**src/design/slxfp_pkg.sv**
```systemverilog
// ---------------------------------------------------------------------------
// slxfp_pkg: shared types and constants of the start/length/XOR frame parser
// Holds the register codes, the reset values, the payload store geometry and
// the structs passed between the front end, the command queue and the back end.
// ---------------------------------------------------------------------------
package slxfp_pkg;

  // Payload store geometry: two banks of BUF_DEPTH bytes each.
  localparam int BUF_DEPTH   = 64;
  localparam int IDX_W       = 6;
  localparam int BANK_W      = 1;
  localparam int MEM_ADDR_W  = BANK_W + IDX_W;
  localparam int MEM_DEPTH   = 2 * BUF_DEPTH;
  localparam int RUN_W       = 7;

  // Command queue between front and back end.
  localparam int QUEUE_DEPTH = 2;
  localparam int QPTR_W      = 1;
  localparam int QCNT_W      = 2;

  // Configuration register indexes.
  localparam logic [1:0] CFG_START_CODE      = 2'd0;
  localparam logic [1:0] CFG_EXPECTED_LENGTH = 2'd1;
  localparam logic [1:0] CFG_ACCEPT_LIMIT    = 2'd2;

  // Register reset values.
  localparam logic [7:0] START_CODE_RST      = 8'hAA;
  localparam logic [6:0] EXPECTED_LENGTH_RST = 7'd42;
  localparam logic [7:0] ACCEPT_LIMIT_RST    = 8'd128;

  typedef struct packed {
    logic [7:0] start_code;
    logic [6:0] expected_length;
    logic [7:0] accept_limit;
  } cfg_t;

  typedef struct packed {
    logic                  en;
    logic [MEM_ADDR_W-1:0] addr;
    logic [7:0]            data;
  } mem_wr_t;

  // One delivery job: which bank holds the payload and how many bytes to send.
  typedef struct packed {
    logic [BANK_W-1:0] bank;
    logic [RUN_W-1:0]  count;
  } cmd_t;

endpackage

```
**src/design/start_length_xor_frame_parser_unit.sv**
```systemverilog
// ---------------------------------------------------------------------------
// start_length_xor_frame_parser_unit: serial frame parser, top level
// Finds start/length/payload/XOR-checksum frames in a byte stream and
// delivers the payload of every good frame as a marked run of bytes.
// ---------------------------------------------------------------------------
// Usage. The receive channel (rx_valid, rx_stall, rx_byte) takes one byte per
// item. The result channel (out_valid, out_stall, payload_byte, byte_position,
// last_byte) carries one payload byte per item, with last_byte set on the
// final byte of a frame. Bad frames produce no items at all. The config
// channel (cfg_valid, cfg_ready, cfg_index, cfg_data) is always ready and
// writes start_code, expected_length and accept_limit; other indexes are
// ignored. Write it only while the parser is quiet.
// Throughput: the front end accepts one byte every cycle while rx_stall is low.
// Payloads go into one of two store banks, and rx_stall rises only while two
// good frames are still waiting to be sent out; the job queue depth sets that
// limit. The back end sends one byte per cycle while out_stall is low.
// The first byte of a frame passes the job queue, the registered memory read
// and the output register after its checksum byte is accepted.
// Reset: the parser hunts for a start byte, the job queue is empty and the
// registers return to start code 0xAA, expected length 42, accept limit 128.
// A stalled receiver just holds the current result; delivery pauses and the
// input keeps flowing until both banks are taken.
// ---------------------------------------------------------------------------
module start_length_xor_frame_parser_unit (
  input  logic       clk,
  input  logic       rst,
  // Receive channel
  input  logic       rx_valid,
  output logic       rx_stall,
  input  logic [7:0] rx_byte,
  // Result channel
  output logic       out_valid,
  input  logic       out_stall,
  output logic [7:0] payload_byte,
  output logic [5:0] byte_position,
  output logic       last_byte,
  // Configuration channel
  input  logic       cfg_valid,
  output logic       cfg_ready,
  input  logic [1:0] cfg_index,
  input  logic [7:0] cfg_data
);

  slxfp_pkg::cfg_t    cfg;
  slxfp_pkg::mem_wr_t wr;
  slxfp_pkg::cmd_t    push_cmd;
  slxfp_pkg::cmd_t    head;
  logic               push, pop, not_empty, full;
  logic               rx_fire;

  // The register file never pushes back.
  assign cfg_ready = 1'b1;

  always_ff @(posedge clk) begin
    if (rst) begin
      cfg.start_code      <= slxfp_pkg::START_CODE_RST;
      cfg.expected_length <= slxfp_pkg::EXPECTED_LENGTH_RST;
      cfg.accept_limit    <= slxfp_pkg::ACCEPT_LIMIT_RST;
    end else if (cfg_valid && cfg_ready) begin
      unique case (cfg_index)
        slxfp_pkg::CFG_START_CODE:      cfg.start_code      <= cfg_data;
        slxfp_pkg::CFG_EXPECTED_LENGTH: cfg.expected_length <= cfg_data[6:0];
        slxfp_pkg::CFG_ACCEPT_LIMIT:    cfg.accept_limit    <= cfg_data;
        default: begin
        end
      endcase
    end
  end

  // With both banks holding frames that wait for delivery, the bank the
  // front end would write next is still in use, so the input is held off.
  assign rx_stall = full;
  assign rx_fire  = rx_valid && !rx_stall;

  slxfp_front u_front (
    .clk      (clk),
    .rst      (rst),
    .cfg      (cfg),
    .rx_fire  (rx_fire),
    .rx_byte  (rx_byte),
    .wr       (wr),
    .push     (push),
    .push_cmd (push_cmd)
  );

  slxfp_queue u_queue (
    .clk       (clk),
    .rst       (rst),
    .push      (push),
    .push_cmd  (push_cmd),
    .pop       (pop),
    .head      (head),
    .not_empty (not_empty),
    .full      (full)
  );

  slxfp_back u_back (
    .clk           (clk),
    .rst           (rst),
    .wr            (wr),
    .head          (head),
    .not_empty     (not_empty),
    .pop           (pop),
    .out_valid     (out_valid),
    .out_stall     (out_stall),
    .payload_byte  (payload_byte),
    .byte_position (byte_position),
    .last_byte     (last_byte)
  );

endmodule

```
**src/design/slxfp_front.sv**
```systemverilog
// ---------------------------------------------------------------------------
// slxfp_front: frame hunting and checking front end
// Walks the start, length, payload and checksum phases, writes payload bytes
// into the free bank and queues a delivery job for every frame that passes.
// ---------------------------------------------------------------------------
module slxfp_front (
  input  logic                           clk,
  input  logic                           rst,
  input  slxfp_pkg::cfg_t                cfg,
  input  logic                           rx_fire,
  input  logic [7:0]                     rx_byte,
  output slxfp_pkg::mem_wr_t             wr,
  output logic                           push,
  output slxfp_pkg::cmd_t                push_cmd
);

  typedef enum logic [3:0] {
    PH_HUNT = 4'b0001,
    PH_LEN  = 4'b0010,
    PH_DATA = 4'b0100,
    PH_CSUM = 4'b1000
  } phase_t;

  phase_t                             phase, phase_next;
  logic [7:0]                         frame_length, frame_length_next;
  logic [7:0]                         bytes_seen, bytes_seen_next;
  logic [7:0]                         running_xor, running_xor_next;
  logic [slxfp_pkg::BANK_W-1:0]       wr_bank;
  logic [7:0]                         seen_inc;
  logic                               frame_ok;

  assign seen_inc = bytes_seen + 8'd1;
  assign frame_ok = (running_xor == rx_byte) &&
                    (frame_length == {1'b0, cfg.expected_length});

  always_comb begin
    phase_next        = phase;
    frame_length_next = frame_length;
    bytes_seen_next   = bytes_seen;
    running_xor_next  = running_xor;
    wr.en             = 1'b0;
    wr.addr           = {wr_bank, bytes_seen[slxfp_pkg::IDX_W-1:0]};
    wr.data           = rx_byte;
    push              = 1'b0;
    push_cmd.bank     = wr_bank;
    push_cmd.count    = (frame_length > 8'(slxfp_pkg::BUF_DEPTH)) ?
                        slxfp_pkg::RUN_W'(slxfp_pkg::BUF_DEPTH) :
                        frame_length[slxfp_pkg::RUN_W-1:0];
    if (rx_fire) begin
      unique case (phase)
        PH_HUNT: begin
          if (rx_byte == cfg.start_code) begin
            phase_next = PH_LEN;
          end
        end
        PH_LEN: begin
          frame_length_next = rx_byte;
          if (rx_byte == 8'd0 || rx_byte > cfg.accept_limit) begin
            phase_next = PH_HUNT;
          end else begin
            bytes_seen_next  = 8'd0;
            running_xor_next = 8'd0;
            phase_next       = PH_DATA;
          end
        end
        PH_DATA: begin
          wr.en            = (bytes_seen < 8'(slxfp_pkg::BUF_DEPTH));
          running_xor_next = running_xor ^ rx_byte;
          bytes_seen_next  = seen_inc;
          if (seen_inc >= frame_length) begin
            phase_next = PH_CSUM;
          end
        end
        PH_CSUM: begin
          push       = frame_ok;
          phase_next = PH_HUNT;
        end
        default: begin
          phase_next = PH_HUNT;
        end
      endcase
    end
  end

  always_ff @(posedge clk) begin
    if (rst) begin
      phase        <= PH_HUNT;
      frame_length <= 8'd0;
      bytes_seen   <= 8'd0;
      running_xor  <= 8'd0;
      wr_bank      <= '0;
    end else begin
      phase        <= phase_next;
      frame_length <= frame_length_next;
      bytes_seen   <= bytes_seen_next;
      running_xor  <= running_xor_next;
      if (push) begin
        wr_bank <= wr_bank + 1'b1;
      end
    end
  end

endmodule

```
**src/design/slxfp_queue.sv**
```systemverilog
// ---------------------------------------------------------------------------
// slxfp_queue: two-entry delivery job queue
// Carries jobs from the front end to the back end in order.
// ---------------------------------------------------------------------------
module slxfp_queue (
  input  logic            clk,
  input  logic            rst,
  input  logic            push,
  input  slxfp_pkg::cmd_t push_cmd,
  input  logic            pop,
  output slxfp_pkg::cmd_t head,
  output logic            not_empty,
  output logic            full
);

  slxfp_pkg::cmd_t                entries [slxfp_pkg::QUEUE_DEPTH];
  logic [slxfp_pkg::QPTR_W-1:0]   wp, rp;
  logic [slxfp_pkg::QCNT_W-1:0]   count;

  assign head      = entries[rp];
  assign not_empty = (count != '0);
  assign full      = (count == slxfp_pkg::QCNT_W'(slxfp_pkg::QUEUE_DEPTH));

  always_ff @(posedge clk) begin
    if (push) begin
      entries[wp] <= push_cmd;
    end
  end

  always_ff @(posedge clk) begin
    if (rst) begin
      wp    <= '0;
      rp    <= '0;
      count <= '0;
    end else begin
      if (push) begin
        wp <= wp + 1'b1;
      end
      if (pop) begin
        rp <= rp + 1'b1;
      end
      case ({push, pop})
        2'b10:   count <= count + 1'b1;
        2'b01:   count <= count - 1'b1;
        default: count <= count;
      endcase
    end
  end

endmodule

```
**src/design/slxfp_back.sv**
```systemverilog
// ---------------------------------------------------------------------------
// slxfp_back: payload store and delivery back end
// Holds the two-bank payload memory and streams each queued job out as a run
// of bytes through a registered read stage and an output register.
// ---------------------------------------------------------------------------
module slxfp_back (
  input  logic                          clk,
  input  logic                          rst,
  input  slxfp_pkg::mem_wr_t            wr,
  input  slxfp_pkg::cmd_t               head,
  input  logic                          not_empty,
  output logic                          pop,
  output logic                          out_valid,
  input  logic                          out_stall,
  output logic [7:0]                    payload_byte,
  output logic [5:0]                    byte_position,
  output logic                          last_byte
);

  logic [7:0]                        mem [slxfp_pkg::MEM_DEPTH];
  logic [slxfp_pkg::RUN_W-1:0]       rp;
  logic [slxfp_pkg::RUN_W-1:0]       rp_inc;
  logic [slxfp_pkg::MEM_ADDR_W-1:0]  rd_addr;
  logic                              issue, rd_last_next;
  logic                              rd_v, rd_last;
  logic [7:0]                        rd_data;
  logic [5:0]                        rd_pos;
  logic                              out_fire, load_out;

  assign out_fire     = out_valid && !out_stall;
  assign load_out     = rd_v && (!out_valid || out_fire);
  assign issue        = not_empty && (!rd_v || load_out);
  assign rp_inc       = rp + 1'b1;
  assign rd_last_next = (rp_inc == head.count);
  assign pop          = issue && rd_last_next;
  assign rd_addr      = {head.bank, rp[slxfp_pkg::IDX_W-1:0]};

  always_ff @(posedge clk) begin
    if (wr.en) begin
      mem[wr.addr] <= wr.data;
    end
  end

  always_ff @(posedge clk) begin
    if (issue) begin
      rd_data <= mem[rd_addr];
      rd_pos  <= rp[slxfp_pkg::IDX_W-1:0];
      rd_last <= rd_last_next;
    end
  end

  always_ff @(posedge clk) begin
    if (load_out) begin
      payload_byte  <= rd_data;
      byte_position <= rd_pos;
      last_byte     <= rd_last;
    end
  end

  always_ff @(posedge clk) begin
    if (rst) begin
      rp        <= '0;
      rd_v      <= 1'b0;
      out_valid <= 1'b0;
    end else begin
      if (pop) begin
        rp <= '0;
      end else if (issue) begin
        rp <= rp_inc;
      end
      rd_v      <= issue || (rd_v && !load_out);
      out_valid <= load_out || (out_valid && !out_fire);
    end
  end

  // The read counter never runs past the job at the head of the queue.
  a_rp_in_job: assert property (@(posedge clk) disable iff (rst)
    not_empty |-> (rp < head.count))
    else $error("read counter beyond job length");

  // Between jobs the read counter rests at zero.
  a_rp_idle: assert property (@(posedge clk) disable iff (rst)
    !not_empty |-> (rp == '0))
    else $error("read counter not cleared between jobs");

  // A read result that is not moved on must stay put.
  a_rd_hold: assert property (@(posedge clk) disable iff (rst)
    (rd_v && !load_out) |=> (rd_v && $stable(rd_data) && $stable(rd_pos)))
    else $error("read stage lost its byte");

  // A job is retired only once its final byte has been read.
  a_pop_last: assert property (@(posedge clk) disable iff (rst)
    pop |=> (rd_v && rd_last))
    else $error("job retired without its last byte");

endmodule

```
**config.mk**
```make
export PLATFORM = sky130hd
export DESIGN_NAME = start_length_xor_frame_parser_unit
export DESIGN_NICKNAME = d
export VERILOG_FILES = /design/src/design/slxfp_pkg.sv /design/src/design/start_length_xor_frame_parser_unit.sv /design/src/design/slxfp_front.sv /design/src/design/slxfp_queue.sv /design/src/design/slxfp_back.sv
export SDC_FILE = /design/constraint.sdc
export NUM_CORES = 1
export LEC_CHECK = 0
export BUFFER_PORTS_ARGS = -buffer_cell sky130_fd_sc_hd__buf_2
export CAP_MARGIN = 10
export CELL_PAD_IN_SITES_DETAIL_PLACEMENT = 0
export CELL_PAD_IN_SITES_GLOBAL_PLACEMENT = 2
export CORE_MARGIN = 2
export CORE_UTILIZATION = 45
export CTS_BUF_LIST = sky130_fd_sc_hd__clkbuf_8
export CTS_CLUSTER_SIZE = 25
export DETAILED_ROUTE_END_ITERATION = 7
export HOLD_SLACK_MARGIN = 0.08
export MAX_ROUTING_LAYER = met4
export PLACE_DENSITY = 0.83
export RECOVER_POWER = 100
export SLEW_MARGIN = 15
export SYNTH_ARGS = -nofsm -noshare
export SYNTH_HDL_FRONTEND = slang
export SYNTH_SLANG_ARGS = --single-unit
```
**constraint.sdc**
```tcl
create_clock -name clk -period 2.6 [get_ports clk]
set_clock_uncertainty 0.05 [all_clocks]
set_input_delay 0.26 -clock clk [delete_from_list [all_inputs] [get_ports clk]]
set_output_delay 0.26 -clock clk [all_outputs]
set_load 0.01 [all_outputs]
```
==> results of run 1 <==
[power groups by stage]
stage                     combinational [mW]  clock, mW  sequential [mW]
after floorplan                        0.102          0             20.4
after global placement                 0.455          0             20.4
after detailed placement               0.486          0             20.4
after CTS                              0.529       14.9             20.0
after global routing                   0.555       15.7             20.0
final                                  0.509       14.6             20.0
[final cells by class]
type	instances	area (um^2)	share of cell area
flip-flops and latches	1136	33500	0.639
well taps	1287	1610	0.0307
clock buffers	183	2520	0.0481
clock inverters	134	922	0.0176
inverters	21	78.8	0.00150
repair buffers	393	3210	0.0612
multi-input cells	991	10600	0.202
diodes	1	2.50	0.0000478
[cells by family (layout without fill, tap and decap cells)]
family	Yosys count	after routing	synth area share
XOR/XNOR	48	48	0.00975
flip-flops	1136	1136	0.752
other	1	2	0.0000842
AND/OR/NAND/NOR	382	382	0.0377
multiplexers	357	357	0.152
adder cells (fa/ha/maj)	19	19	0.00534
AO/OA/AOI/OAI	184	184	0.0271
buffers and inverters	153	731	0.0162
[sequential cells by signal, summed over array words and instances, names as in the netlist, 8 cells and up, named ones only]
signal,count
u_back.mem,1024
u_back.payload_byte,8
u_front.running_xor,8
u_front.bytes_seen,8
u_queue.entries,16
u_front.frame_length,8
u_back.rd_data,8
cfg,23
[Yosys cell counts (3+ instances only)]
master / number
sky130_fd_sc_hd__nor3_2: 3
sky130_fd_sc_hd__nor3b_1: 3
sky130_fd_sc_hd__edfxtp_1: 1070
sky130_fd_sc_hd__or3_1: 6
sky130_fd_sc_hd__o22ai_1: 33
sky130_fd_sc_hd__ha_1: 19
sky130_fd_sc_hd__nand4_1: 14
sky130_fd_sc_hd__clkbuf_1: 56
sky130_fd_sc_hd__o21ai_0: 24
sky130_fd_sc_hd__buf_2: 40
sky130_fd_sc_hd__buf_6: 5
sky130_fd_sc_hd__mux4_2: 256
sky130_fd_sc_hd__inv_1: 19
sky130_fd_sc_hd__nand3_1: 13
sky130_fd_sc_hd__xnor2_1: 16
sky130_fd_sc_hd__xor2_1: 31
sky130_fd_sc_hd__o2bb2ai_1: 3
sky130_fd_sc_hd__nor2_1: 213
sky130_fd_sc_hd__a2111oi_0: 16
sky130_fd_sc_hd__nor2b_1: 8
sky130_fd_sc_hd__buf_4: 15
sky130_fd_sc_hd__and3_1: 4
sky130_fd_sc_hd__buf_1: 15
sky130_fd_sc_hd__mux2i_1: 100
sky130_fd_sc_hd__and2_1: 4
sky130_fd_sc_hd__a21o_1: 8
sky130_fd_sc_hd__nand2_1: 81
sky130_fd_sc_hd__nor3_1: 8
sky130_fd_sc_hd__nor4_1: 7
sky130_fd_sc_hd__a211oi_1: 25
sky130_fd_sc_hd__o211ai_1: 18
sky130_fd_sc_hd__a21oi_1: 43
sky130_fd_sc_hd__nand3b_1: 3
sky130_fd_sc_hd__nand2b_1: 5
sky130_fd_sc_hd__dfxtp_1: 66
[final timing paths]
check	depth (start not counted)	startpoint	slack, ns	to
max	8	u_back.rp[0]$_SDFFE_PP0P_	0.07	u_back.rd_data[4]$_DFFE_PP_
min	4	cfg_data[1]	0.18	cfg[16]$_SDFFE_PP1P_
max reg2reg	8	u_back.rp[0]$_SDFFE_PP0P_	0.07	u_back.rd_data[4]$_DFFE_PP_
min reg2reg	0	u_back.rd_pos[3]$_DFFE_PP_	0.37	u_back.byte_position[3]$_DFFE_PP_
[worst reg2reg max path, cell delays in order (launching register included)]
cell,delay [ns]
sky130_fd_sc_hd__dfxtp_4,0.37
sky130_fd_sc_hd__buf_12,0.14
sky130_fd_sc_hd__buf_12,0.19
sky130_fd_sc_hd__buf_16,0.18
sky130_fd_sc_hd__mux4_2,0.53
sky130_fd_sc_hd__mux2i_2,0.26
sky130_fd_sc_hd__nand2_1,0.16
sky130_fd_sc_hd__o211ai_1,0.25
sky130_fd_sc_hd__nand4_1,0.13
[per-layer routing]
metal	vias up	global-route usage	wire length (um)
li1	10100	-	-
met1	12300	0.282	43600
met2	970	0.346	52500
met3	202	0.0516	8390
met4	0	0.0736	3080
met5	-	-	0
[through the flow]
step / power (mW) / instances / setup TNS [ns] / area [um^2] / hold WS (ns)
detailed placement: 20.9 / 3780 / -1.42 / 48300 / 0.356
global placement: 20.8 / 3780 / -1.18 / 48300 / 0.354
global route: 36.3 / 4146 / 0 / 52400 / 0.156
finish: 35.2 / 4146 / 0 / 52400 / 0.176
floorplan: 20.5 / 2280 / 0 / 44500 / 0.309
CTS: 35.4 / 4140 / -0.0469 / 52300 / 0.0837
[repair_timing]
| item | CTS | global route |
|---|---|---|
| gates cloned | 3 | 1 |
| resized for setup | 26 | 45 |
| pin swaps | 4 | 9 |
| endpoints found under the setup margin | 11 | 60 |
| buffers inserted | 3 | 4 |
| hold endpoints to repair | 174 | 0 |
| hold buffers | 37 | 0 |
==> run summary, run 1 <==
Synthesis produced ~2300 cells. The count of H-tree levels built during CTS is 4. The synthesized area divided by synthesized cell count is slightly below 20 um^2. The critical path is of the flop to flop type. The chip height is between 300 and 400 um. The proportion of synthesized chip area in sequential cells is 0.752. The worst hold path belongs to the class input port to flop. The count of filler cells inserted in the layout is between 7000 and 8000. The max-cap violation count is 1.

Counting both buffers and inverters, the worst setup path holds a total of 3. The routability congestion estimate is around 0.86. Of the total power, combinational logic draws 0.014. Measured on the finished design, the core utilization comes to 0.533.

Clock tree synthesis found a total of ~1100 sinks. The highest clock frequency the design can meet came out at 395 MHz. The total overflow left after global routing is 0. The die outline area is roughly 100000 um^2.

The die is 319 um wide. The area growth from synthesis to layout is 17.7%. Summed over all layers, the routed wires come to between 100000 and 150000 um. The biggest area contributor in the post-synthesis netlist is sky130_fd_sc_hd__edfxtp_1. The synthesis-stage register bit count is about 1100. The library cell used most frequently in the layout, excluding fill and tap cells, is sky130_fd_sc_hd__edfxtp_1. The final net count is 2762. The remaining design rule violation count is 0. The starting density of the core came out at 0.453. The worst path meets setup with 0.0655 ns of slack. The async set or reset register ratio after synthesis is 0. The number of global-route vias before repair was between 20000 and 25000. The maximum net fanout on the critical path is 11. The flow ran to the end, but the final reports show violations.

The I/O pin total is between 40 and 50. Setup repair after global routing left no endpoint under its margin. In the layout the commonest cells are sky130_fd_sc_hd__edfxtp_1 (1070), sky130_fd_sc_hd__mux4_2 (256), sky130_fd_sc_hd__buf_4 (239). The final reports fail on max-capacitance violations, max-slew violations. The most used flip-flop cell after synthesis is sky130_fd_sc_hd__edfxtp_1. The worst setup path is captured at a flop. Clock tree synthesis inserted a total of around 180 buffers.

Measured against its own limit, the worst slew margin works out to -0.0797. Of the total power, the share spent switching nets is 0.211. The count of nets left with antenna violations once routing finished came out at 0. The buffer depth of the longest clock path came out at 3. On the critical path the largest part of the delay comes from multiplexers. The number of setup violations in the final report is 0. The peak per-stage delay on the critical path came out at about 0.53 ns. The number of nets in the synthesized netlist is ~2300.

The final hold violation count came out at 0. Counting I/O delays and the setup requirement, the final critical path takes approximately 2.5 ns. The post-DP HPWL came out at 67500 um. For this run, the detailed router's first-pass iteration total came to 5. The total via count in the routed design came out at 23600. The required time at the worst-slack endpoint is 3.13 ns.

The later pin in the worst-skew pair is clocked with a latency of 0.86 ns. The net load switching power came out at 7.43 mW. After synthesis, the cell types taking the most area are sky130_fd_sc_hd__edfxtp_1 (72%), sky130_fd_sc_hd__mux4_2 (13%), sky130_fd_sc_hd__dfxtp_1 (3.0%), sky130_fd_sc_hd__mux2i_1 (2.2%), sky130_fd_sc_hd__nor2_1 (1.8%).

The share of total power dissipated in sequential elements is 0.569. The analysis attributes to cell leakage a power of 16.7 nW. The summed instance area of the synthesized netlist came out at between 40000 and 50000 um^2.

The total power divided by cell area is about 670 nW/um^2. The part of the total power dissipated in the clock network came out at 0.416. For this design, the slowest cell found on the critical path is sky130_fd_sc_hd__mux4_2.

The actual slew at the worst max-slew pin is approximately 1.6 ns. The type of origin of the critical path is a flop. At the placement stage, the worst setup path has a slack of -0.269 ns.

The critical path goes through buf_12 > buf_12 > buf_16 > mux4_2 > mux2i_2 > nand2_1 > o211ai_1 > nand4_1. The number of pins with negative max-slew slack in the final report came out at roughly 130. The wire length of the first global-routing pass came out at 159000 um. The initial antenna violation count is 6. The final clock period utilization by the worst path came out at 0.975. The portion of synthesized cell area occupied by the leading cell type is 0.722.

Dividing the detail-routed via count by the number of cells gives between 5 and 6. The share of post-route cells with drive strength above 1 is 0.297. The largest net degree at the start of global routing is ~130. The global routing usage summed across all routing layers is 0.219. Clock tree synthesis selected as its root buffer the cell sky130_fd_sc_hd__clkbuf_8. Clock-pin slew was measured on the worst setup and hold paths at 0.06 ns. The number of different library cells used by synthesis comes to 60. After detailed routing, the average wire length per cell comes to ~26 um. The Yosys step of the flow raised 0 warnings. Cell internal power was estimated by the tool at 27.7 mW. Input and output buffers added on the ports amount to 39. Data arrives at the worst endpoint at just over 3 ns. The floorplan step defined a core boundary enclosing roughly 98000 um^2. TritonCTS built the clock tree. Counting stages on the worst path, the most repeated cell is sky130_fd_sc_hd__buf_12. Counting flops with a built-in enable in the synthesized netlist gives 1070. After floorplanning, the core was divided into between 100 and 150 placement rows.

VDD sags by at most between 400 and 500 uV. The DRC marker count from the first detailed-route iteration came out at 2550.
Note: power is estimated with default switching activity, not from simulation.
==> run 2, diff against run 1 <==
--- a/config.mk
+++ b/config.mk
@@ -12,12 +12,14 @@
 export CORE_MARGIN = 2
 export CORE_UTILIZATION = 45
 export CTS_BUF_LIST = sky130_fd_sc_hd__clkbuf_8
+export CTS_CLUSTER_DIAMETER = 100
 export CTS_CLUSTER_SIZE = 25
 export DETAILED_ROUTE_END_ITERATION = 7
 export HOLD_SLACK_MARGIN = 0.08
 export MAX_ROUTING_LAYER = met4
 export PLACE_DENSITY = 0.83
 export RECOVER_POWER = 100
+export REMOVE_ABC_BUFFERS = 1
 export SLEW_MARGIN = 15
 export SYNTH_ARGS = -nofsm -noshare
 export SYNTH_HDL_FRONTEND = slang
==> run 2 against run 1 <==
The run still ends with max-capacitance violations, max-slew violations left. Sequential share of layout area grew 4.2 points. Sequential cell count is the same. Final area decreased by 6.1%. Setup slack lost 0.0028 ns. Routed wire length is 5.3% lower. Total power shrank 22%. Critical endpoint is now u_back.rd_data[7]$_DFFE_PP_.
==> run summary, run 2 (synthesized netlist as in run 1, its figures left out) <==
Violated checks: max-capacitance violations, max-slew violations (unchanged). The I/O pin total came out at 41 (unchanged). The root buffer selected by CTS is sky130_fd_sc_hd__clkbuf_8 (unchanged). The area growth from synthesis to layout is 10.5% (was 17.7%).

The final antenna-violating net count is 0 (unchanged). The buffer depth of the longest clock path is 3 (unchanged). The actual slew at the worst max-slew pin is 1.62 ns (about the same). The initial antenna violation count is 7 (was 6). The number of buffer cells added on primary ports came to 39 (unchanged). The type of origin of the critical path is a flop (unchanged). The slack of the critical path is 0.0627 ns (was 0.0655 ns). The most flop-heavy register is u_back.mem (unchanged). The highest clock frequency the design can meet came to 394 MHz (was 395 MHz).

The remaining design rule violation count is 0 (unchanged). The leading cell type in the layout, fill and taps excluded is sky130_fd_sc_hd__edfxtp_1 (unchanged). The startpoint-to-endpoint class of the critical path was flop to flop (unchanged).

The data arrival time of the critical path came out at 2.98 ns (was 3.06 ns). The total via count in the routed design came out at 22300 (was 23600). The required time at the worst-slack endpoint is 3.05 ns (was 3.13 ns). The maximum vdd ir drop came out at 489 uV (was 484 uV). The share of post-route cells with drive strength above 1 came out at 0.247 (was 0.297).

The maximum net fanout on the critical path is 14 (was 11). The count of H-tree levels built during CTS came out at 2 (was 4). The global routing usage summed across all routing layers is 0.203 (was 0.219). The number of setup violations in the final report is 0 (unchanged).

The critical path's slowest cell is sky130_fd_sc_hd__mux4_2 (unchanged). The routability congestion estimate came to 0.805 (was 0.860). The leakage component of the power came out at 15.0 nW (was 16.7 nW). The wire length of the first global-routing pass is 149000 um (was 159000 um). The number of sinks handled by clock tree synthesis came out at 1136 (unchanged). The worst-skew pair later-pin latency is 0.73 ns (was 0.86 ns). The count of standard-cell rows is 115 (unchanged). The overflow left after global routing came out at 0 (unchanged).

The sort of element at the end of the critical path is a flop (unchanged). The top cell family by delay on the critical path is buffers and inverters (was multiplexers). The worst hold-check path type is input port to flop (unchanged). The max-cap violation count came out at 2 (was 1). Most frequent cells in the layout: sky130_fd_sc_hd__edfxtp_1 (1070), sky130_fd_sc_hd__mux4_2 (256), sky130_fd_sc_hd__nor2_1 (213) (was sky130_fd_sc_hd__edfxtp_1 (1070), sky130_fd_sc_hd__mux4_2 (256), sky130_fd_sc_hd__buf_4 (239)).

The cell area after layout is 49200 um^2 (was 52400 um^2). The worst hold margin is 0.204 ns (was 0.176 ns). The standard cell area after detailed placement came out at 48100 um^2 (was 48300 um^2).

The flip-flop count of the largest register after layout was 1024 (unchanged). The CTS tree is done (unchanged). The worst setup timing slack at the placement stage came to -0.237 ns (was -0.269 ns). The die extent in x came out at 319 um (unchanged). The clock period minus final worst setup slack came out at 2.54 ns (was 2.53 ns).

The headroom to the max-slew limit was -0.0767 (was -0.0797). The total power divided by cell area is 555 nW/um^2 (was 671 nW/um^2). The number of global-route vias before repair is 22600 (was 24500). The count of buffering cells on the critical path with inverters included came to 4 (was 3). The peak per-stage delay on the critical path is 0.52 ns (was 0.53 ns). The total detailed-routing wirelength came to 102000 um (was 107000 um). The largest net degree at the start of global routing was 127 (was 128). The final net count came out at 2589 (was 2762). The starting density of the core came out at 0.453 (unchanged). The core outline area is 98300 um^2 (unchanged).

Cell-by-cell trace of the critical path: buf_12 > buf_12 > buf_16 > mux4_2 > o22ai_1 > a2111oi_1 > buf_4 > o211ai_1 > nand4_1 (was buf_12 > buf_12 > buf_16 > mux4_2 > mux2i_2 > nand2_1 > o211ai_1 > nand4_1). The clock slew seen by the registers of the worst setup and hold paths is 0.15 ns (was 0.06 ns). The number of placed cells counting well taps is 3746 (was 3780).

The average via count per standard cell is 5.80 (was 5.69). The die outline area is 101000 um^2 (unchanged). The number of clock buffers inserted by TritonCTS came out at 51 (was 177). Result of the run: complete, but fails checks (unchanged). The final hold violation count is 0 (unchanged).

Regs by FF count: u_back.mem x1024, cfg x23, u_queue.entries x16 (unchanged). The chip height came to 319 um (unchanged). The library cell appearing most often on the critical path is sky130_fd_sc_hd__buf_12 (unchanged). The post-route non-filler standard cell count came out at 3848 (was 4146). The routed length per instance came out at 26.5 um (was 25.9 um). The post-DP HPWL is 63700 um (was 67500 um). The number of pins with negative max-slew slack in the final report came to 125 (was 128). Setup repair after global routing missed its margin: true (was false). The final clock period utilization by the worst path came out at 0.976 (was 0.975).

The count of TritonRoute iterations in the first routing pass came out at 5 (unchanged). The DRC marker count from the first detailed-route iteration came out at 2435 (was 2550).
-- run 2: report_power, final --
group	leakage, nW	total [mW]	internal, mW	switching (mW)
sequential	10.2	20.0	20.0	0.00843
combinational	4.40	0.491	0.0980	0.393
clock	0.427	6.84	1.83	5.01
-- run 2: path summary, 6_finish.rpt --
| path | startpoint | end | slack, ns | cells past startpoint |
|---|---|---|---|---|
| setup / recovery | u_back.rp[0]$_SDFFE_PP0P_ | u_back.rd_data[7]$_DFFE_PP_ | 0.06 | 9 |
| hold reg to reg | u_back.rd_pos[5]$_DFFE_PP_ | u_back.byte_position[5]$_DFFE_PP_ | 0.39 | 0 |
| setup reg to reg | u_back.rp[0]$_SDFFE_PP0P_ | u_back.rd_data[7]$_DFFE_PP_ | 0.06 | 9 |
| hold / removal | cfg_valid | cfg[7]$_SDFFE_PP1P_ | 0.20 | 4 |
-- run 2: worst reg2reg max path: stages (launching register included) --
cell and delay (ns):
sky130_fd_sc_hd__dfxtp_4 0.41, sky130_fd_sc_hd__buf_12 0.18, sky130_fd_sc_hd__buf_12 0.13, sky130_fd_sc_hd__buf_16 0.15
sky130_fd_sc_hd__mux4_2 0.54, sky130_fd_sc_hd__o22ai_1 0.27, sky130_fd_sc_hd__a2111oi_1 0.11, sky130_fd_sc_hd__buf_4 0.16
sky130_fd_sc_hd__o211ai_1 0.17, sky130_fd_sc_hd__nand4_1 0.14
-- run 2: repair_timing --
item | CTS | global route
gates resized for setup | 4 | 35
hold buffers | 19 | 0
cloned | 0 | 6
pin swaps | 1 | 6
buffers inserted | 0 | 10
hold endpoints to repair | 117 | 0
endpoints found under the setup margin | 4 | 190
-- run 2: final cells by class --
cell class,count,area (um^2)
Inverter,21,78.8
Tap cell,1287,1610
Timing Repair Buffer,346,2810
Antenna cell,4,10.0
Clock buffer,51,702
Fill cell,7886,49100
Multi-Input combinational cell,991,10400
Sequential cell,1136,33500
Clock inverter,12,65.1
-- run 2: through the flow --
stage / total power, mW / util / setup TNS, ns
after floorplan: 20.5 / - / -212.31
after global placement: 20.8 / 0.489 / -2.49
after detailed placement: 20.9 / 0.489 / -2.00
after CTS: 27.5 / 0.499 / 0
after global routing: 28.1 / 0.500 / -0.0787
final: 27.3 / 0.500 / 0
-- run 2: per-layer routing --
metal,wire length (um),part of all wire,vias to the layer above,GRT usage
met5,0,0,-,-
met1,42400,0.42,11800,0.278
met2,51200,0.50,734,0.336
li1,-,-,9648,-
met3,6320,0.062,104,0.0221
met4,1880,0.018,0,0.0402
==> run 3, diff against run 2 <==
--- a/config.mk
+++ b/config.mk
@@ -5,19 +5,20 @@
 export SDC_FILE = /design/constraint.sdc
 export NUM_CORES = 1
 export LEC_CHECK = 0
+export ABC_AREA = 1
 export BUFFER_PORTS_ARGS = -buffer_cell sky130_fd_sc_hd__buf_2
 export CAP_MARGIN = 10
 export CELL_PAD_IN_SITES_DETAIL_PLACEMENT = 0
 export CELL_PAD_IN_SITES_GLOBAL_PLACEMENT = 2
 export CORE_MARGIN = 2
-export CORE_UTILIZATION = 45
+export CORE_UTILIZATION = 40
 export CTS_BUF_LIST = sky130_fd_sc_hd__clkbuf_8
 export CTS_CLUSTER_DIAMETER = 100
 export CTS_CLUSTER_SIZE = 25
 export DETAILED_ROUTE_END_ITERATION = 7
 export HOLD_SLACK_MARGIN = 0.08
 export MAX_ROUTING_LAYER = met4
-export PLACE_DENSITY = 0.83
+export PLACE_DENSITY = 0.85
 export RECOVER_POWER = 100
 export REMOVE_ABC_BUFFERS = 1
 export SLEW_MARGIN = 15
==> run 3 against run 2 <==
The run still ends with max-capacitance violations, max-slew violations left. Sequential power about the same. Combinational power is 16% higher. Synthesized area rose by 8.0%. Sequential cell count unchanged. Non-clock buffer count is 60 higher. Sequential share of layout area decreased by 5.5 points. Fmax rose by 0.34%. Cell count increased by 64%. Total power increased by 2.2%. Critical path type unchanged.
==> run summary, run 3 <==
Result of the run: complete, but fails checks (unchanged). Violated checks: max-capacitance violations, max-slew violations (unchanged). The cell area after layout is 53500 um^2 (was 49200 um^2).

The maximum vdd ir drop came out at 379 uV (was 489 uV). The share of post-route cells with drive strength above 1 came out at 0.0968 (was 0.247). The number of pins with negative max-slew slack in the final report is 153 (was 125).

The chip height is 351 um (was 319 um). The routed length per instance came out at 20.9 um (was 26.5 um). The part of the total power dissipated in the clock network came out at 0.263 (was 0.251). The largest net degree at the start of global routing is 132 (was 127). Regs by FF count: u_back.mem x1024, cfg x23, u_queue.entries x16 (unchanged).

The final hold violation count was 0 (unchanged). The dominant cell type by area after synthesis is sky130_fd_sc_hd__edfxtp_1 (unchanged). The buffer depth of the longest clock path came out at 3 (unchanged).

The core outline area is 119000 um^2 (was 98300 um^2). The overflow left after global routing is 0 (unchanged). The wire length of the first global-routing pass came out at 195000 um (was 149000 um). The initial antenna violation count was 4 (was 7). The launching point of the worst reg2reg path was u_back.rp[1]$_SDFFE_PP0P_ (was u_back.rp[0]$_SDFFE_PP0P_). The number of buffer cells added on primary ports is 39 (unchanged). The total power divided by cell area was 522 nW/um^2 (was 555 nW/um^2). The internal power came out at 22.0 mW (was 21.9 mW).

The count of standard-cell rows came out at 127 (was 115). The post-DP HPWL came out at 81100 um (was 63700 um). The global routing usage summed across all routing layers was 0.218 (was 0.203).

The I/O pin total came out at 41 (unchanged). Cells taking the most area after synthesis: sky130_fd_sc_hd__edfxtp_1 (67%), sky130_fd_sc_hd__nand2_1 (8.6%), sky130_fd_sc_hd__nor2_1 (4.4%), sky130_fd_sc_hd__o21ai_0 (3.3%), sky130_fd_sc_hd__nand3_1 (3.1%) (was sky130_fd_sc_hd__edfxtp_1 (72%), sky130_fd_sc_hd__mux4_2 (13%), sky130_fd_sc_hd__dfxtp_1 (3.0%), sky130_fd_sc_hd__mux2i_1 (2.2%), sky130_fd_sc_hd__nor2_1 (1.8%)). The portion of total power attributed to combinational logic came out at 0.020 (was 0.018). The clock slew seen by the registers of the worst setup and hold paths came to 0.16 ns (was 0.15 ns). The number of global-route vias before repair came to 30700 (was 22600). The area growth from synthesis to layout came to 11.3% (was 10.5%).

The global-route met2 utilization is 0.350 (was 0.336). The synthesis-stage register bit count is 1136 (unchanged). The number of distinct library cells after synthesis came to 37 (was 60). The most flop-heavy register is u_back.mem (unchanged). The number of synthesized flops with an enable pin came to 1070 (unchanged). The portion of total power attributed to sequential cells came out at 0.716 (was 0.731). The number of setup violations in the final report is 0 (unchanged). The final net count is 4729 (was 2589). The proportion of synthesized chip area in sequential cells came out at 0.696 (was 0.752). The worst hold-check path type is input port to flop (unchanged). The startpoint-to-endpoint class of the critical path is flop to flop (unchanged). The type of origin of the critical path is a flop (unchanged). The total detailed-routing wirelength is 132000 um (was 102000 um). The synthesized area divided by synthesized cell count came out at 10.7 um^2 (was 19.5 um^2). The final clock period utilization by the worst path came out at 0.973 (was 0.976). The met1 layer usage reported by global route came out at 0.298 (was 0.278). The remaining design rule violation count came out at 0 (unchanged). The total via count in the routed design came out at 32200 (was 22300).

The die outline area came to 123000 um^2 (was 101000 um^2). The async set or reset register ratio after synthesis was 0 (unchanged). The switching share of power came out at 0.211 (was 0.198). The starting density of the core is 0.402 (was 0.453). The number of sinks handled by clock tree synthesis is 1136 (unchanged). The final antenna-violating net count came out at 0 (unchanged). The highest clock frequency the design can meet is 395 MHz (was 394 MHz).

The actual slew at the worst max-slew pin is 1.95 ns (was 1.62 ns). The most numerous cell in the Yosys netlist is sky130_fd_sc_hd__nand2_1 (was sky130_fd_sc_hd__edfxtp_1). The average via count per standard cell is 5.10 (was 5.80). Most frequent cells in the layout: sky130_fd_sc_hd__nand2_1 (1101), sky130_fd_sc_hd__edfxtp_1 (1070), sky130_fd_sc_hd__nor2_1 (550) (was sky130_fd_sc_hd__edfxtp_1 (1070), sky130_fd_sc_hd__mux4_2 (256), sky130_fd_sc_hd__nor2_1 (213)). The leading cell type in the layout, fill and taps excluded is sky130_fd_sc_hd__nand2_1 (was sky130_fd_sc_hd__edfxtp_1). The maximum net fanout on the critical path is 37 (was 14). The number of warning messages in the yosys log came out at 0 (unchanged). The count of filler cells inserted in the layout is 11200 (was 7886).

The count of H-tree levels built during CTS came out at 2 (unchanged). The timing startpoint of the critical path is u_back.rp[1]$_SDFFE_PP0P_ (was u_back.rp[0]$_SDFFE_PP0P_). The share of the core filled with cells in the final layout was 0.448 (was 0.500).

The standard cell area after detailed placement came out at 52100 um^2 (was 48100 um^2). The data arrival time of the critical path is 3.15 ns (was 2.98 ns). The DRC marker count from the first detailed-route iteration came out at 3029 (was 2435). The portion of synthesized cell area occupied by the leading cell type came out at 0.668 (was 0.722). The sort of element at the end of the critical path is a flop (unchanged). The root buffer selected by CTS is sky130_fd_sc_hd__clkbuf_8 (unchanged). The overall power after layout is 27.9 mW (was 27.3 mW). The flip-flop count of the largest register after layout came out at 1024 (unchanged). The count of TritonRoute iterations in the first routing pass is 5 (unchanged). The required time at the worst-slack endpoint came out at 3.22 ns (was 3.05 ns). The summed instance area of the synthesized netlist came out at 48100 um^2 (was 44500 um^2). The die extent in x was 351 um (was 319 um). The gate count after technology mapping is 4473 (was 2280). Leading post-synthesis cells by instance count: sky130_fd_sc_hd__nand2_1 (1101), sky130_fd_sc_hd__edfxtp_1 (1070), sky130_fd_sc_hd__nor2_1 (562), sky130_fd_sc_hd__inv_1 (351), sky130_fd_sc_hd__o21ai_0 (317) (was sky130_fd_sc_hd__edfxtp_1 (1070), sky130_fd_sc_hd__mux4_2 (256), sky130_fd_sc_hd__nor2_1 (213), sky130_fd_sc_hd__mux2i_1 (100), sky130_fd_sc_hd__nand2_1 (81)). The most crowded layer after global routing was met2 (unchanged). The clock period minus final worst setup slack came out at 2.53 ns (was 2.54 ns). The CTS tree is done (unchanged).

The routability congestion estimate is 0.870 (was 0.805). The net load switching power was 5.88 mW (was 5.41 mW). The hold path startpoint is cfg_data[7] (was cfg_valid). The headroom to the max-slew limit was -0.302 (was -0.0767). The max-cap violation count came to 2 (unchanged). The number of clock buffers inserted by TritonCTS came out at 52 (was 51).

The worst-skew pair later-pin latency is 0.80 ns (was 0.73 ns). The most used flip-flop cell after synthesis is sky130_fd_sc_hd__edfxtp_1 (unchanged). The met3 track demand over resource is 0.0239 (was 0.0221). The leakage component of the power came out at 20.1 nW (was 15.0 nW).
run 3: cell count changes after synthesis, moves of 100 or more:
| cell | before | now |
|---|---|---|
| sky130_fd_sc_hd__nand2_1 | 81 | 1101 |
| sky130_fd_sc_hd__nor2_1 | 213 | 562 |
| sky130_fd_sc_hd__nand3_1 | 13 | 299 |
| sky130_fd_sc_hd__mux4_2 | 256 | 0 |
| sky130_fd_sc_hd__inv_1 | 19 | 351 |
| sky130_fd_sc_hd__nor3_1 | 8 | 136 |
| sky130_fd_sc_hd__mux2i_1 | 100 | 0 |
| sky130_fd_sc_hd__o21ai_0 | 24 | 317 |
run 3: logic make-up after synthesis:
group	after synthesis	synth area share
fa+ha+maj	19	0.00495
compound gates	541	0.0593
xor+xnor	19	0.00346
other cells	1	0.0000780
simple gates	2151	0.183
flops	1136	0.696
buf+inv	606	0.0535
run 3: worst max-delay path, cell delays in order (launching register included):
cell and delay, ns:
sky130_fd_sc_hd__dfxtp_4 0.40, sky130_fd_sc_hd__buf_16 0.15, sky130_fd_sc_hd__inv_16 0.17, sky130_fd_sc_hd__buf_16 0.25, sky130_fd_sc_hd__buf_12 0.16, sky130_fd_sc_hd__nand2_1 0.05, sky130_fd_sc_hd__o21ai_0 0.22, sky130_fd_sc_hd__nand2_1 0.10
sky130_fd_sc_hd__nand3_1 0.13, sky130_fd_sc_hd__nand3_1 0.15, sky130_fd_sc_hd__nand3_1 0.17, sky130_fd_sc_hd__nand3_1 0.22, sky130_fd_sc_hd__nand2_1 0.14
run 3: power by group through the flow:
stage / Sequential (mW) / Combinational, mW / Clock [mW]
after floorplan: 20.4 / 0.113 / 0
after CTS: 20.0 / 0.594 / 7.59
after global routing: 20.0 / 0.624 / 8.12
after detailed placement: 20.4 / 0.558 / 0
final: 20.0 / 0.572 / 7.34
after global placement: 20.4 / 0.547 / 0
run 3: cell type report:
cell class | instances | area (um^2) | share of cell area
Antenna cell | 3 | 7.51 | 0.000140
Clock buffer | 53 | 729 | 0.0136
Clock inverter | 25 | 129 | 0.00241
Inverter | 360 | 1380 | 0.0257
Multi-Input combinational cell | 2731 | 12100 | 0.227
Sequential cell | 1136 | 33500 | 0.626
Tap cell | 1612 | 2020 | 0.0377
Timing Repair Buffer | 406 | 3640 | 0.0681
run 3: path summary, 6_finish.rpt:
check,depth (start not counted),slack [ns],endpoint
max,12,0.07,u_back.rd_data[3]$_DFFE_PP_
min,4,0.19,cfg[7]$_SDFFE_PP1P_
max reg2reg,12,0.07,u_back.rd_data[3]$_DFFE_PP_
min reg2reg,0,0.39,u_back.byte_position[0]$_DFFE_PP_
run 3: what timing repair did:
item                                   in CTS  in global routing
setup endpoints to repair                   6                 76
hold buffers                               33                  0
resized for setup                          10                 43
endpoints found under the hold margin     473                  0
cloned                                      1                  5
setup buffers                               0                  6
pin swaps                                   0                  3
run 3: metal layers:
metal	part of all wire	up-vias
met1	0.45	15700
met5	0	-
met3	0.058	125
li1	-	15500
met4	0.020	0
met2	0.47	871
run 3: metrics by stage:
step | setup TNS [ns] | hold slack (ns) | worst slack, ns | std cells
finish | 0 | 0.194 | 0.0714 | 6326
global route | -0.0631 | 0.173 | -0.0460 | 6324
CTS | 0 | 0.103 | 0.00470 | 6312
detailed placement | -0.130 | 0.356 | -0.0730 | 6201
global placement | -0.0909 | 0.351 | -0.0359 | 6201
floorplan | -889.95 | 0.279 | -18.82 | 4227
